==> src/rtl/core/hsf_pkg.sv <==
// Package: shared types and constants of the half/single float converter.
package hsf_pkg;

    localparam int unsigned ValueWidth = 32;

    localparam logic [7:0]  S2hSubMin  = 8'd102;
    localparam logic [7:0]  S2hNormMin = 8'd113;
    localparam logic [7:0]  S2hInfMin  = 8'd143;
    localparam logic [7:0]  S2hShBase  = 8'd126;
    localparam logic [7:0]  Rebias     = 8'd112;
    localparam logic [7:0]  H2sSubBase = 8'd113;
    localparam logic [7:0]  ExpAll32   = 8'hff;
    localparam logic [4:0]  ExpAll16   = 5'h1f;
    localparam logic [14:0] Inf16      = 15'h7c00;

    typedef enum logic [1:0] {
        KD_ZERO,
        KD_SUB,
        KD_NORM,
        KD_INF
    } t_kind;

    typedef enum logic {
        ACT_S2H = 1'b0,
        ACT_H2S = 1'b1
    } t_act;

    typedef struct packed {
        t_act        act;
        logic        sign;
        t_kind       kind;
        logic [7:0]  exp;
        logic [23:0] mant;
        logic [4:0]  shamt;
    } t_dec;

    typedef struct packed {
        t_act        act;
        logic        sign;
        t_kind       kind;
        logic [7:0]  exp;
        logic [22:0] frac;
        logic        rnd;
    } t_shf;

    typedef struct packed {
        t_act                  act;
        logic [ValueWidth-1:0] bits;
    } t_res;

endpackage

==> src/rtl/core/hsf_if.sv <==
// Interfaces: input and output word channels of the converter.
interface hsf_in_if;
    logic        valid;
    logic        ready;
    logic        action;
    logic [31:0] value_bits;

    modport source (output valid, output action, output value_bits, input ready);
    modport sink   (input valid, input action, input value_bits, output ready);
endinterface

interface hsf_out_if;
    logic        valid;
    logic        ready;
    logic [31:0] result_bits;

    modport source (output valid, output result_bits, input ready);
    modport sink   (input valid, input result_bits, output ready);
endinterface

==> src/rtl/core/half_single_float_converter.sv <==
// Top level: three-stage half/single precision float converter.
//
//  channel  dir  fields                     handshake
//  i_in     in   action, value_bits         valid/ready
//  o_out    out  result_bits                valid/ready
//
// One word per cycle while o_out is not stalled; an accepted word passes through the
// decode, shift and pack registers before it is offered on o_out.
// Latency is set by the decode, shift and pack register stages.
// All stages advance together when the output register is empty or taken.
// Synchronous active-low reset clears the stage valid bits only.
module half_single_float_converter (
    input  logic          i_clk,
    input  logic          i_rst_n,
    hsf_in_if.sink        i_in,
    hsf_out_if.source     o_out
);
    logic          en;
    logic          v1;
    logic          v2;
    logic          v3;
    hsf_pkg::t_dec dec;
    hsf_pkg::t_shf shf;
    hsf_pkg::t_res res;

    assign en         = !v3 || o_out.ready;
    assign i_in.ready = en;

    hsf_decode u_decode (
        .i_clk    (i_clk),
        .i_rst_n  (i_rst_n),
        .i_en     (en),
        .i_valid  (i_in.valid),
        .i_action (i_in.action),
        .i_value  (i_in.value_bits),
        .o_valid  (v1),
        .o_dec    (dec)
    );

    hsf_shift u_shift (
        .i_clk   (i_clk),
        .i_rst_n (i_rst_n),
        .i_en    (en),
        .i_valid (v1),
        .i_dec   (dec),
        .o_valid (v2),
        .o_shf   (shf)
    );

    hsf_pack u_pack (
        .i_clk   (i_clk),
        .i_rst_n (i_rst_n),
        .i_en    (en),
        .i_valid (v2),
        .i_shf   (shf),
        .o_valid (v3),
        .o_res   (res)
    );

    assign o_out.valid       = v3;
    assign o_out.result_bits = res.bits;

    a_ready_follows_out: assert property (@(posedge i_clk) disable iff (!i_rst_n)
        i_in.ready == (!o_out.valid || o_out.ready))
        else $error("input ready does not follow output stall");

    a_half_upper_zero: assert property (@(posedge i_clk) disable iff (!i_rst_n)
        (v3 && res.act == hsf_pkg::ACT_S2H) |-> (res.bits[31:16] == 16'd0))
        else $error("half result has upper bits set");

    a_stall_holds_stage: assert property (@(posedge i_clk) disable iff (!i_rst_n)
        (v1 && !en) |=> (v1 && $stable(dec)))
        else $error("decode stage changed during stall");
endmodule

==> src/rtl/core/hsf_decode.sv <==
// Stage 1: classify the source word and find shift amounts.
module hsf_decode (
    input  logic              i_clk,
    input  logic              i_rst_n,
    input  logic              i_en,
    input  logic              i_valid,
    input  logic              i_action,
    input  logic [31:0]       i_value,
    output logic              o_valid,
    output hsf_pkg::t_dec     o_dec
);
    hsf_pkg::t_dec n_dec;
    hsf_pkg::t_dec r_dec;
    logic          r_valid;
    logic [7:0]    e8;
    logic [4:0]    e5;
    logic [9:0]    m10;
    logic [3:0]    lz;

    assign e8  = i_value[30:23];
    assign e5  = i_value[14:10];
    assign m10 = i_value[9:0];

    always_comb begin
        lz = 4'd0;
        for (int i = 0; i < 10; i++) begin
            if (m10[i]) begin
                lz = 4'(10 - i);
            end
        end
    end

    always_comb begin
        n_dec       = '0;
        n_dec.act   = hsf_pkg::t_act'(i_action);
        if (i_action == hsf_pkg::ACT_H2S) begin
            n_dec.sign = i_value[15];
            n_dec.mant = {14'd0, m10};
            if (e5 == 5'd0) begin
                if (m10 == 10'd0) begin
                    n_dec.kind = hsf_pkg::KD_ZERO;
                end else begin
                    n_dec.kind  = hsf_pkg::KD_SUB;
                    n_dec.exp   = hsf_pkg::H2sSubBase - {4'd0, lz};
                    n_dec.shamt = {1'b0, lz};
                end
            end else if (e5 == hsf_pkg::ExpAll16) begin
                n_dec.kind = hsf_pkg::KD_INF;
                n_dec.exp  = hsf_pkg::ExpAll32;
            end else begin
                n_dec.kind = hsf_pkg::KD_NORM;
                n_dec.exp  = {3'd0, e5} + hsf_pkg::Rebias;
            end
        end else begin
            n_dec.sign = i_value[31];
            if (e8 < hsf_pkg::S2hSubMin) begin
                n_dec.kind = hsf_pkg::KD_ZERO;
            end else if (e8 < hsf_pkg::S2hNormMin) begin
                n_dec.kind  = hsf_pkg::KD_SUB;
                n_dec.mant  = {1'b1, i_value[22:0]};
                n_dec.shamt = 5'(hsf_pkg::S2hShBase - e8);
            end else if (e8 < hsf_pkg::S2hInfMin) begin
                n_dec.kind = hsf_pkg::KD_NORM;
                n_dec.exp  = e8 - hsf_pkg::Rebias;
                n_dec.mant = {1'b0, i_value[22:0]};
            end else begin
                n_dec.kind = hsf_pkg::KD_INF;
            end
        end
    end

    always_ff @(posedge i_clk) begin
        if (!i_rst_n) begin
            r_valid <= 1'b0;
        end else if (i_en) begin
            r_valid <= i_valid;
        end
        if (i_en) begin
            r_dec <= n_dec;
        end
    end

    assign o_valid = r_valid;
    assign o_dec   = r_dec;
endmodule

==> src/rtl/core/hsf_shift.sv <==
// Stage 2: align mantissas and pick the round bit.
module hsf_shift (
    input  logic              i_clk,
    input  logic              i_rst_n,
    input  logic              i_en,
    input  logic              i_valid,
    input  hsf_pkg::t_dec     i_dec,
    output logic              o_valid,
    output hsf_pkg::t_shf     o_shf
);
    hsf_pkg::t_shf n_shf;
    hsf_pkg::t_shf r_shf;
    logic          r_valid;
    logic [23:0]   sub_sh;
    logic [9:0]    norm_m;

    assign sub_sh = i_dec.mant >> (i_dec.shamt - 5'd1);
    assign norm_m = i_dec.mant[9:0] << i_dec.shamt;

    always_comb begin
        n_shf      = '0;
        n_shf.act  = i_dec.act;
        n_shf.sign = i_dec.sign;
        n_shf.kind = i_dec.kind;
        n_shf.exp  = i_dec.exp;
        if (i_dec.act == hsf_pkg::ACT_H2S) begin
            if (i_dec.kind == hsf_pkg::KD_SUB) begin
                n_shf.frac = {norm_m, 13'd0};
            end else begin
                n_shf.frac = {i_dec.mant[9:0], 13'd0};
            end
        end else if (i_dec.kind == hsf_pkg::KD_SUB) begin
            n_shf.frac = {8'd0, 4'd0, sub_sh[11:1]};
            n_shf.rnd  = sub_sh[0];
        end else begin
            n_shf.frac = {8'd0, i_dec.exp[4:0], i_dec.mant[22:13]};
            n_shf.rnd  = i_dec.mant[12];
        end
    end

    always_ff @(posedge i_clk) begin
        if (!i_rst_n) begin
            r_valid <= 1'b0;
        end else if (i_en) begin
            r_valid <= i_valid;
        end
        if (i_en) begin
            r_shf <= n_shf;
        end
    end

    assign o_valid = r_valid;
    assign o_shf   = r_shf;
endmodule

==> src/rtl/core/hsf_pack.sv <==
// Stage 3: round and pack the result word.
module hsf_pack (
    input  logic              i_clk,
    input  logic              i_rst_n,
    input  logic              i_en,
    input  logic              i_valid,
    input  hsf_pkg::t_shf     i_shf,
    output logic              o_valid,
    output hsf_pkg::t_res     o_res
);
    hsf_pkg::t_res n_res;
    hsf_pkg::t_res r_res;
    logic          r_valid;

    always_comb begin
        n_res     = '0;
        n_res.act = i_shf.act;
        if (i_shf.act == hsf_pkg::ACT_H2S) begin
            if (i_shf.kind == hsf_pkg::KD_ZERO) begin
                n_res.bits = {i_shf.sign, 31'd0};
            end else begin
                n_res.bits = {i_shf.sign, i_shf.exp, i_shf.frac};
            end
        end else begin
            case (i_shf.kind)
                hsf_pkg::KD_ZERO: n_res.bits = {16'd0, i_shf.sign, 15'd0};
                hsf_pkg::KD_INF:  n_res.bits = {16'd0, i_shf.sign, hsf_pkg::Inf16};
                default: n_res.bits = {16'd0, i_shf.sign,
                                       i_shf.frac[14:0] + {14'd0, i_shf.rnd}};
            endcase
        end
    end

    always_ff @(posedge i_clk) begin
        if (!i_rst_n) begin
            r_valid <= 1'b0;
        end else if (i_en) begin
            r_valid <= i_valid;
        end
        if (i_en) begin
            r_res <= n_res;
        end
    end

    assign o_valid = r_valid;
    assign o_res   = r_res;
endmodule

==> src/flat_wrapper.sv <==
// flat-port wrapper written by rule: the top's interface ports become plain ports
module half_single_float_converter_flat 
  (i_clk, i_rst_n, i_in_valid, i_in_action, i_in_value_bits, i_in_ready, o_out_valid, o_out_result_bits, o_out_ready);
  hsf_in_if i_in_i ();
  hsf_out_if o_out_i ();
  input  logic i_clk;
  input  logic i_rst_n;
  input wire logic [$bits(i_in_i.valid)-1:0] i_in_valid;
  input wire logic [$bits(i_in_i.action)-1:0] i_in_action;
  input wire logic [$bits(i_in_i.value_bits)-1:0] i_in_value_bits;
  output wire logic [$bits(i_in_i.ready)-1:0] i_in_ready;
  output wire logic [$bits(o_out_i.valid)-1:0] o_out_valid;
  output wire logic [$bits(o_out_i.result_bits)-1:0] o_out_result_bits;
  input wire logic [$bits(o_out_i.ready)-1:0] o_out_ready;
  assign i_in_i.valid = i_in_valid;
  assign i_in_i.action = i_in_action;
  assign i_in_i.value_bits = i_in_value_bits;
  assign i_in_ready = i_in_i.ready;
  assign o_out_valid = o_out_i.valid;
  assign o_out_result_bits = o_out_i.result_bits;
  assign o_out_i.ready = o_out_ready;
  half_single_float_converter u_core (.i_clk(i_clk), .i_rst_n(i_rst_n), .i_in(i_in_i), .o_out(o_out_i));
endmodule
==> config.mk <==
export PLATFORM = sky130hd
export DESIGN_NAME = half_single_float_converter_flat
export DESIGN_NICKNAME = d
export VERILOG_FILES = /design/src/rtl/core/hsf_pkg.sv /design/src/rtl/core/hsf_if.sv /design/src/rtl/core/half_single_float_converter.sv /design/src/rtl/core/hsf_decode.sv /design/src/rtl/core/hsf_shift.sv /design/src/rtl/core/hsf_pack.sv /design/src/flat_wrapper.sv
export SDC_FILE = /design/constraint.sdc
export NUM_CORES = 1
export LEC_CHECK = 0
export ABC_AREA = 1
export BUFFER_PORTS_ARGS = -buffer_cell sky130_fd_sc_hd__buf_2
export CAP_MARGIN = 20
export CORE_ASPECT_RATIO = 0.9
export CORE_MARGIN = 4
export CORE_UTILIZATION = 30
export CTS_CLUSTER_SIZE = 24
export DETAILED_ROUTE_END_ITERATION = 8
export GPL_TIMING_DRIVEN = 0
export HOLD_SLACK_MARGIN = 0.08
export PLACE_DENSITY = 0.46
export SYNTH_ARGS = -nofsm -noshare
export SYNTH_HDL_FRONTEND = slang
export SYNTH_SLANG_ARGS = --single-unit
==> constraint.sdc <==
create_clock -name i_clk -period 6.13 [get_ports i_clk]
set_clock_uncertainty 0.1 [all_clocks]
set_input_delay 1.226 -clock i_clk [delete_from_list [all_inputs] [get_ports i_clk]]
set_output_delay 1.226 -clock i_clk [all_outputs]
set_load 0.02 [all_outputs]
==> flow_metrics.env, run 1 <==
export IMPL_status="completed"
export IMPL_die_h_um=149.3
export IMPL_hold_viol=0
export IMPL_overflow=0
export IMPL_synth_nets=837
export IMPL_grt_pass1_vias=5092
export IMPL_grt_pass1_wl_um=27790
export IMPL_clock_sinks=112
export IMPL_hp_class="reg -> reg"
export IMPL_cts_max_level=3
export IMPL_portBuffers=70
export IMPL_synth_main_ff_cell="edfxtp_1"
export IMPL_end_kind="output pin"
export IMPL_rsz0062_at_grt="no"
export IMPL_synth_edf_count=109
export IMPL_first_iter_violations=494
export IMPL_synthToLayoutAreaGrowth_pct=15.48
export IMPL_power_total_mw=1.969
export IMPL_syn_area_per_cell_um2=8.442
export IMPL_synth_seq_cells=112
export IMPL_critical_path_class="in -> out"
export IMPL_path_cells="buf_2, nor2_1, inv_4, buf_2"
export IMPL_rows=51
export IMPL_dp_cells=1150
export IMPL_slowest_stage="nor2_1"
export IMPL_max_stage_delay_ps=300
export IMPL_timing_critical_path_buf_inv=3
export IMPL_clock_root_buffer="clkbuf_16"
export IMPL_path_common_cell="buf_2"
export IMPL_io_pin_count=71
export IMPL_drc=0
export IMPL_die_w_um=165.0
export IMPL_async_flop_share=0
export IMPL_cts_setup_buffers=0
export IMPL_syn_area_mm2=0.006653
export IMPL_fin_cells=1166
export IMPL_p_leak_nw=3.468
export IMPL_insertion_delay_ps=360
export IMPL_drive_gt1_frac=0.1714
export IMPL_synth_area_leaders="edfxtp_1, nand2_1, nand3_1"
export IMPL_yosysMostFrequentCell="nand2_1"
export IMPL_fin_crit_sh=0.5695
export IMPL_max_freq_mhz=286.5
export IMPL_ys_top_cells_by_count="nand2_1, nand3_1, edfxtp_1"
export IMPL_postCtsHoldBufs=0
export IMPL_utilization=0.3541
export IMPL_synth_top_area_share=0.4920
export IMPL_ctsResizeCount=0
export IMPL_setup_violations=0
export IMPL_grt_max_degree=75
export IMPL_start_util=0.3066
export IMPL_critical_path_top_delay_family="buffers and inverters"
export IMPL_clock_path_buffers=2
export IMPL_min_period_ps=3491
export IMPL_slew_violations=0
export IMPL_synth_top_area_cell="edfxtp_1"
export IMPL_gp_congestion=0.9266
export IMPL_dp_hpwl_um=13890
export IMPL_cts_inserted_buffers=9
export IMPL_ant_nets=0
export IMPL_max_vdd_ir_drop_mv=0.1013
export IMPL_num_nets_final=919
export IMPL_yosysUniqueCellTypes=44
export IMPL_die_area_mm2=0.02463
export IMPL_maxCapViolations=0
export IMPL_tightest_slew_ps=566.6
export IMPL_design_core_area_mm2=0.02170
export IMPL_cts_clk_slew_worst_paths_ps=70
export IMPL_crit_fanout=39
export IMPL_synth_seq_area_share=0.5010
export IMPL_ys_warn_count=0
export IMPL_max_slew_margin=0.6209
export IMPL_wirelength_um=17720
export IMPL_postSynthCellCount=788
export IMPL_vias=5500
export IMPL_via_per_inst=4.717
export IMPL_diodes=0
export IMPL_firstDrtPassIters=5
export IMPL_required_ps=4800
export IMPL_antenna_found_initial=0
export IMPL_cts_tree="done"
export IMPL_p_per_area_mw_per_mm2=256.3
export IMPL_wl_per_cell_um=15.20
export IMPL_grt_usage=0.1468
export IMPL_crit_arrival_ps=2160
export IMPL_fillCellCount=2321
export IMPL_worstSetupStartpointType="input pin"
## path summary, 6_finish.rpt
kind                            cells after the start  slack (ps)                       end                      start
worst max-delay path                                4        2640                i_in_ready                o_out_ready
worst min-delay path                                0         320  u_core.u_shift.o_shf[31]  u_core.u_decode.o_dec[36]
worst max register to register                     10        3540  u_core.u_shift.o_shf[11]   u_core.u_decode.o_dec[1]
worst min register to register                      0         320  u_core.u_shift.o_shf[31]  u_core.u_decode.o_dec[36]
## area by class of cell
| class | count | area (um2) | share of cell area |
|---|---|---|---|
| inverter | 99 | 386.6 | 0.05033 |
| sequential | 112 | 3333 | 0.4339 |
| clock inverter | 7 | 60.06 | 0.007818 |
| multi-input combinational | 551 | 2734 | 0.3559 |
| buffer | 26 | 201.4 | 0.02622 |
| tap | 291 | 364.1 | 0.04739 |
| clock buffer | 9 | 225.2 | 0.02932 |
| timing repair buffer | 71 | 377.9 | 0.04919 |
## worst reg2reg max path, cell delays in order (launching register included)
cell and delay, ps:
edfxtp_1 390, buf_2 260, inv_2 140, ha_1 410, inv_2 140, buf_2 270
nand3_1 140, nand3_1 110, nand2_1 90, o211ai_1 240, nand2_1 70
## routing by layer
layer  global-route usage  vias up  routed length, um  share of wire
met1               0.2184     2506               8916           0.50
met2               0.2166      163               7583           0.43
met3              0.03261       13               1046          0.059
met4              0.03576        0                179          0.010
met5                    0        -                  0              0
li1                     -     2818                  -              -
## cells by family after synthesis
group,Yosys count,share of synthesized area
AND/OR/NAND/NOR,443,0.3004
buffers and inverters,125,0.08802
flip-flops,112,0.5010
AO/OA/AOI/OAI,86,0.07485
adder cells (fa/ha/maj),12,0.02257
XOR/XNOR,10,0.01317
## state kept, by name, summed over array words and instances (netlist names)
signal                   count
u_core.u_pack.o_res         32
u_core.u_decode.o_dec       41
u_core.u_decode.o_valid      1
u_core.u_shift.o_valid       1
u_core.u_shift.o_shf        36
u_core.u_pack.o_valid        1
## metrics by stage
step | hold slack [ps] | setup TNS [ps] | worst slack [ps] | area (um2)
after CTS | 320.4 | 0 | 2623 | 7682
after global routing | 323.3 | 0 | 2532 | 7682
final | 321.2 | 0 | 2639 | 7682
after global placement | 305.3 | -274.2 | -274.2 | 7367
after floorplan | 300.3 | 0 | 1268 | 6653
after detailed placement | 304.5 | 0 | 2626 | 7397
## cell usage in the layout, fill, tap and decap left out, types with 12 or more instances in the layout
cell type    n
nand2_1    196
nand3_1    137
edfxtp_1   109
inv_1       86
buf_2       80
nor2_1      65
a21oi_1     27
o21ai_0     25
nor2_2      13
ha_1        12
## power breakdown
part           switching [mW]  internal [mW]  total, mW
Clock                   0.260          0.313      0.573
Sequential             0.0385          0.918      0.956
Combinational           0.295          0.145      0.440
Total                   0.594           1.38       1.97
(Power assumes the default switching activity.)
==> inputs of run 2 (changes only) <==
Settings changed: PLACE_DENSITY 0.46 to 0.48.
Clock period 6.13 ns to 2.85 ns, I/O delays scaled along.
==> flow_metrics.env, run 2 (synthesized netlist as in run 1, its figures left out) <==
export IMPL_status="completed"
export IMPL_overflow=0
export IMPL_max_vdd_ir_drop_mv=0.3275
export IMPL_io_pin_count=71
export IMPL_grt_use_met3=0.02542
export IMPL_rsz0062_at_grt="no"
export IMPL_mostFrequentLayoutCells="nand2_1, nand3_1, edfxtp_1, inv_1, buf_2"
export IMPL_fin_crit_sh=0.9307
export IMPL_rows=51
export IMPL_end_kind="output pin"
export IMPL_clock_root_buffer="clkbuf_16"
export IMPL_die_h_um=149.3
export IMPL_path_cells="inv_1, nor2_4, clkinvlp_4, buf_12, buf_2"
export IMPL_cts_clk_slew_worst_paths_ps=70
export IMPL_power_internal_mw=2.961
export IMPL_wl_per_cell_um=15.57
export IMPL_slowest_stage="clkinvlp_4"
export IMPL_grtUsageMet1=0.2228
export IMPL_p_clk_frac=0.290
export IMPL_grt_util_met2=0.2377
export IMPL_diodes=0
export IMPL_cts_tree="done"
export IMPL_crit_fanout=31
export IMPL_cts_setup_buffers=0
export IMPL_ant_nets=0
export IMPL_first_iter_violations=493
export IMPL_power_total_mw=4.233
export IMPL_vias=5574
export IMPL_synthToLayoutAreaGrowth_pct=15.76
export IMPL_finalWorstSetupSlack_ps=197.4
export IMPL_gr_max_usage_layer="met2"
export IMPL_hp_class="in -> reg"
export IMPL_drc=0
export IMPL_final_common_cell="nand2_1"
export IMPL_swShare=0.3005
export IMPL_max_stage_delay_ps=490
export IMPL_die_w_um=165.0
export IMPL_crit_arrival_ps=1980
export IMPL_post_place_ws_ps=-63.18
export IMPL_grt_usage=0.1519
export IMPL_cts_inserted_buffers=9
export IMPL_max_slew_margin=0.4307
export IMPL_design_core_area_mm2=0.02170
export IMPL_cts_max_level=3
export IMPL_largest_reg_flops=41
export IMPL_p_per_area_mw_per_mm2=549.6
export IMPL_min_period_ps=2653
export IMPL_firstDrtPassIters=5
export IMPL_wirelength_um=18160
export IMPL_critical_path_class="reg -> out"
export IMPL_postCtsHoldBufs=0
export IMPL_setup_violations=0
export IMPL_clock_sinks=112
export IMPL_ctsResizeCount=0
export IMPL_die_area_mm2=0.02463
export IMPL_grt_max_degree=43
export IMPL_power_frac_seq=0.487
export IMPL_dp_hpwl_um=14360
export IMPL_required_ps=2180
export IMPL_gp_congestion=0.9092
export IMPL_dp_cells=1151
export IMPL_p_leak_nw=3.459
export IMPL_p_switching_mw=1.272
export IMPL_start_util=0.3066
export IMPL_clock_path_buffers=2
export IMPL_grt_pass1_vias=5332
export IMPL_portBuffers=70
export IMPL_fin_setup_tns_ps=0
export IMPL_placed_cell_area_mm2=0.007418
export IMPL_combPwrFrac=0.223
export IMPL_slew_violations=0
export IMPL_insertion_delay_ps=360
export IMPL_design_area_mm2=0.007701
export IMPL_drive_gt1_frac=0.1737
export IMPL_fin_cells=1166
export IMPL_max_freq_mhz=377.0
export IMPL_via_per_inst=4.780
export IMPL_antenna_found_initial=0
export IMPL_worstSetupStartpointType="flip-flop"
export IMPL_num_nets_final=921
export IMPL_maxCapViolations=0
export IMPL_tightest_slew_ps=849.3
export IMPL_grt_pass1_wl_um=29010
export IMPL_hold_viol=0
==> run 2: per-stage QoR <==
| stage | hold WS [ps] | utilization |
|---|---|---|
| after detailed placement | 306.6 | 0.3419 |
| after global routing | 309.2 | 0.3550 |
| after global placement | 303.3 | 0.3401 |
| final | 319.3 | 0.3550 |
| after floorplan | 300.3 | - |
| after CTS | 308.4 | 0.3550 |
==> run 2: final cells by class <==
| type | count | area (um2) |
|---|---|---|
| Inverter | 99 | 387.9 |
| Clock inverter | 3 | 45.04 |
| Timing Repair inverter | 1 | 5.005 |
| Buffer | 26 | 201.4 |
| Timing Repair Buffer | 72 | 390.4 |
| Fill cell | 2340 | 13990 |
| Sequential cell | 112 | 3333 |
| Tap cell | 291 | 364.1 |
| Clock buffer | 11 | 232.7 |
| Multi-Input combinational cell | 551 | 2741 |
==> run 2: power by group through the flow <==
stage / clock network [mW] / registers [mW] / logic [mW]
3_5_place_dp: 0 / 2.10 / 0.939
6_report: 1.23 / 2.06 / 0.944
2_1_floorplan: 0 / 2.13 / 0.589
5_1_grt: 1.33 / 2.08 / 1.06
4_1_cts: 1.27 / 2.06 / 0.944
3_3_place_gp: 0 / 2.10 / 0.941
==> run 2: critical path: cells and delay by family (launching register included) <==
family        cells  cell delay (ps)
buf+inv           4             1100
flops             1              320
simple gates      1              190
==> run 2: layer usage <==
metal  wire length (um)  part of all wire  up-vias
li1                   -                 -     2816
met1               8918              0.49     2570
met2               8056              0.44      177
met3               1045             0.058       11
met4                138            0.0076        0
met5                  0                 0        -
==> run 2: final timing paths <==
check                              end  slack (ps)  cells past startpoint                 startpoint
max reg2reg    u_core.u_shift.o_shf[8]         250                     10   u_core.u_decode.o_dec[1]
min reg2reg   u_core.u_shift.o_shf[31]         320                      0  u_core.u_decode.o_dec[36]
max                         i_in_ready         200                      5      u_core.u_pack.o_valid
min          u_core.u_decode.o_dec[40]         320                      1                i_in_action
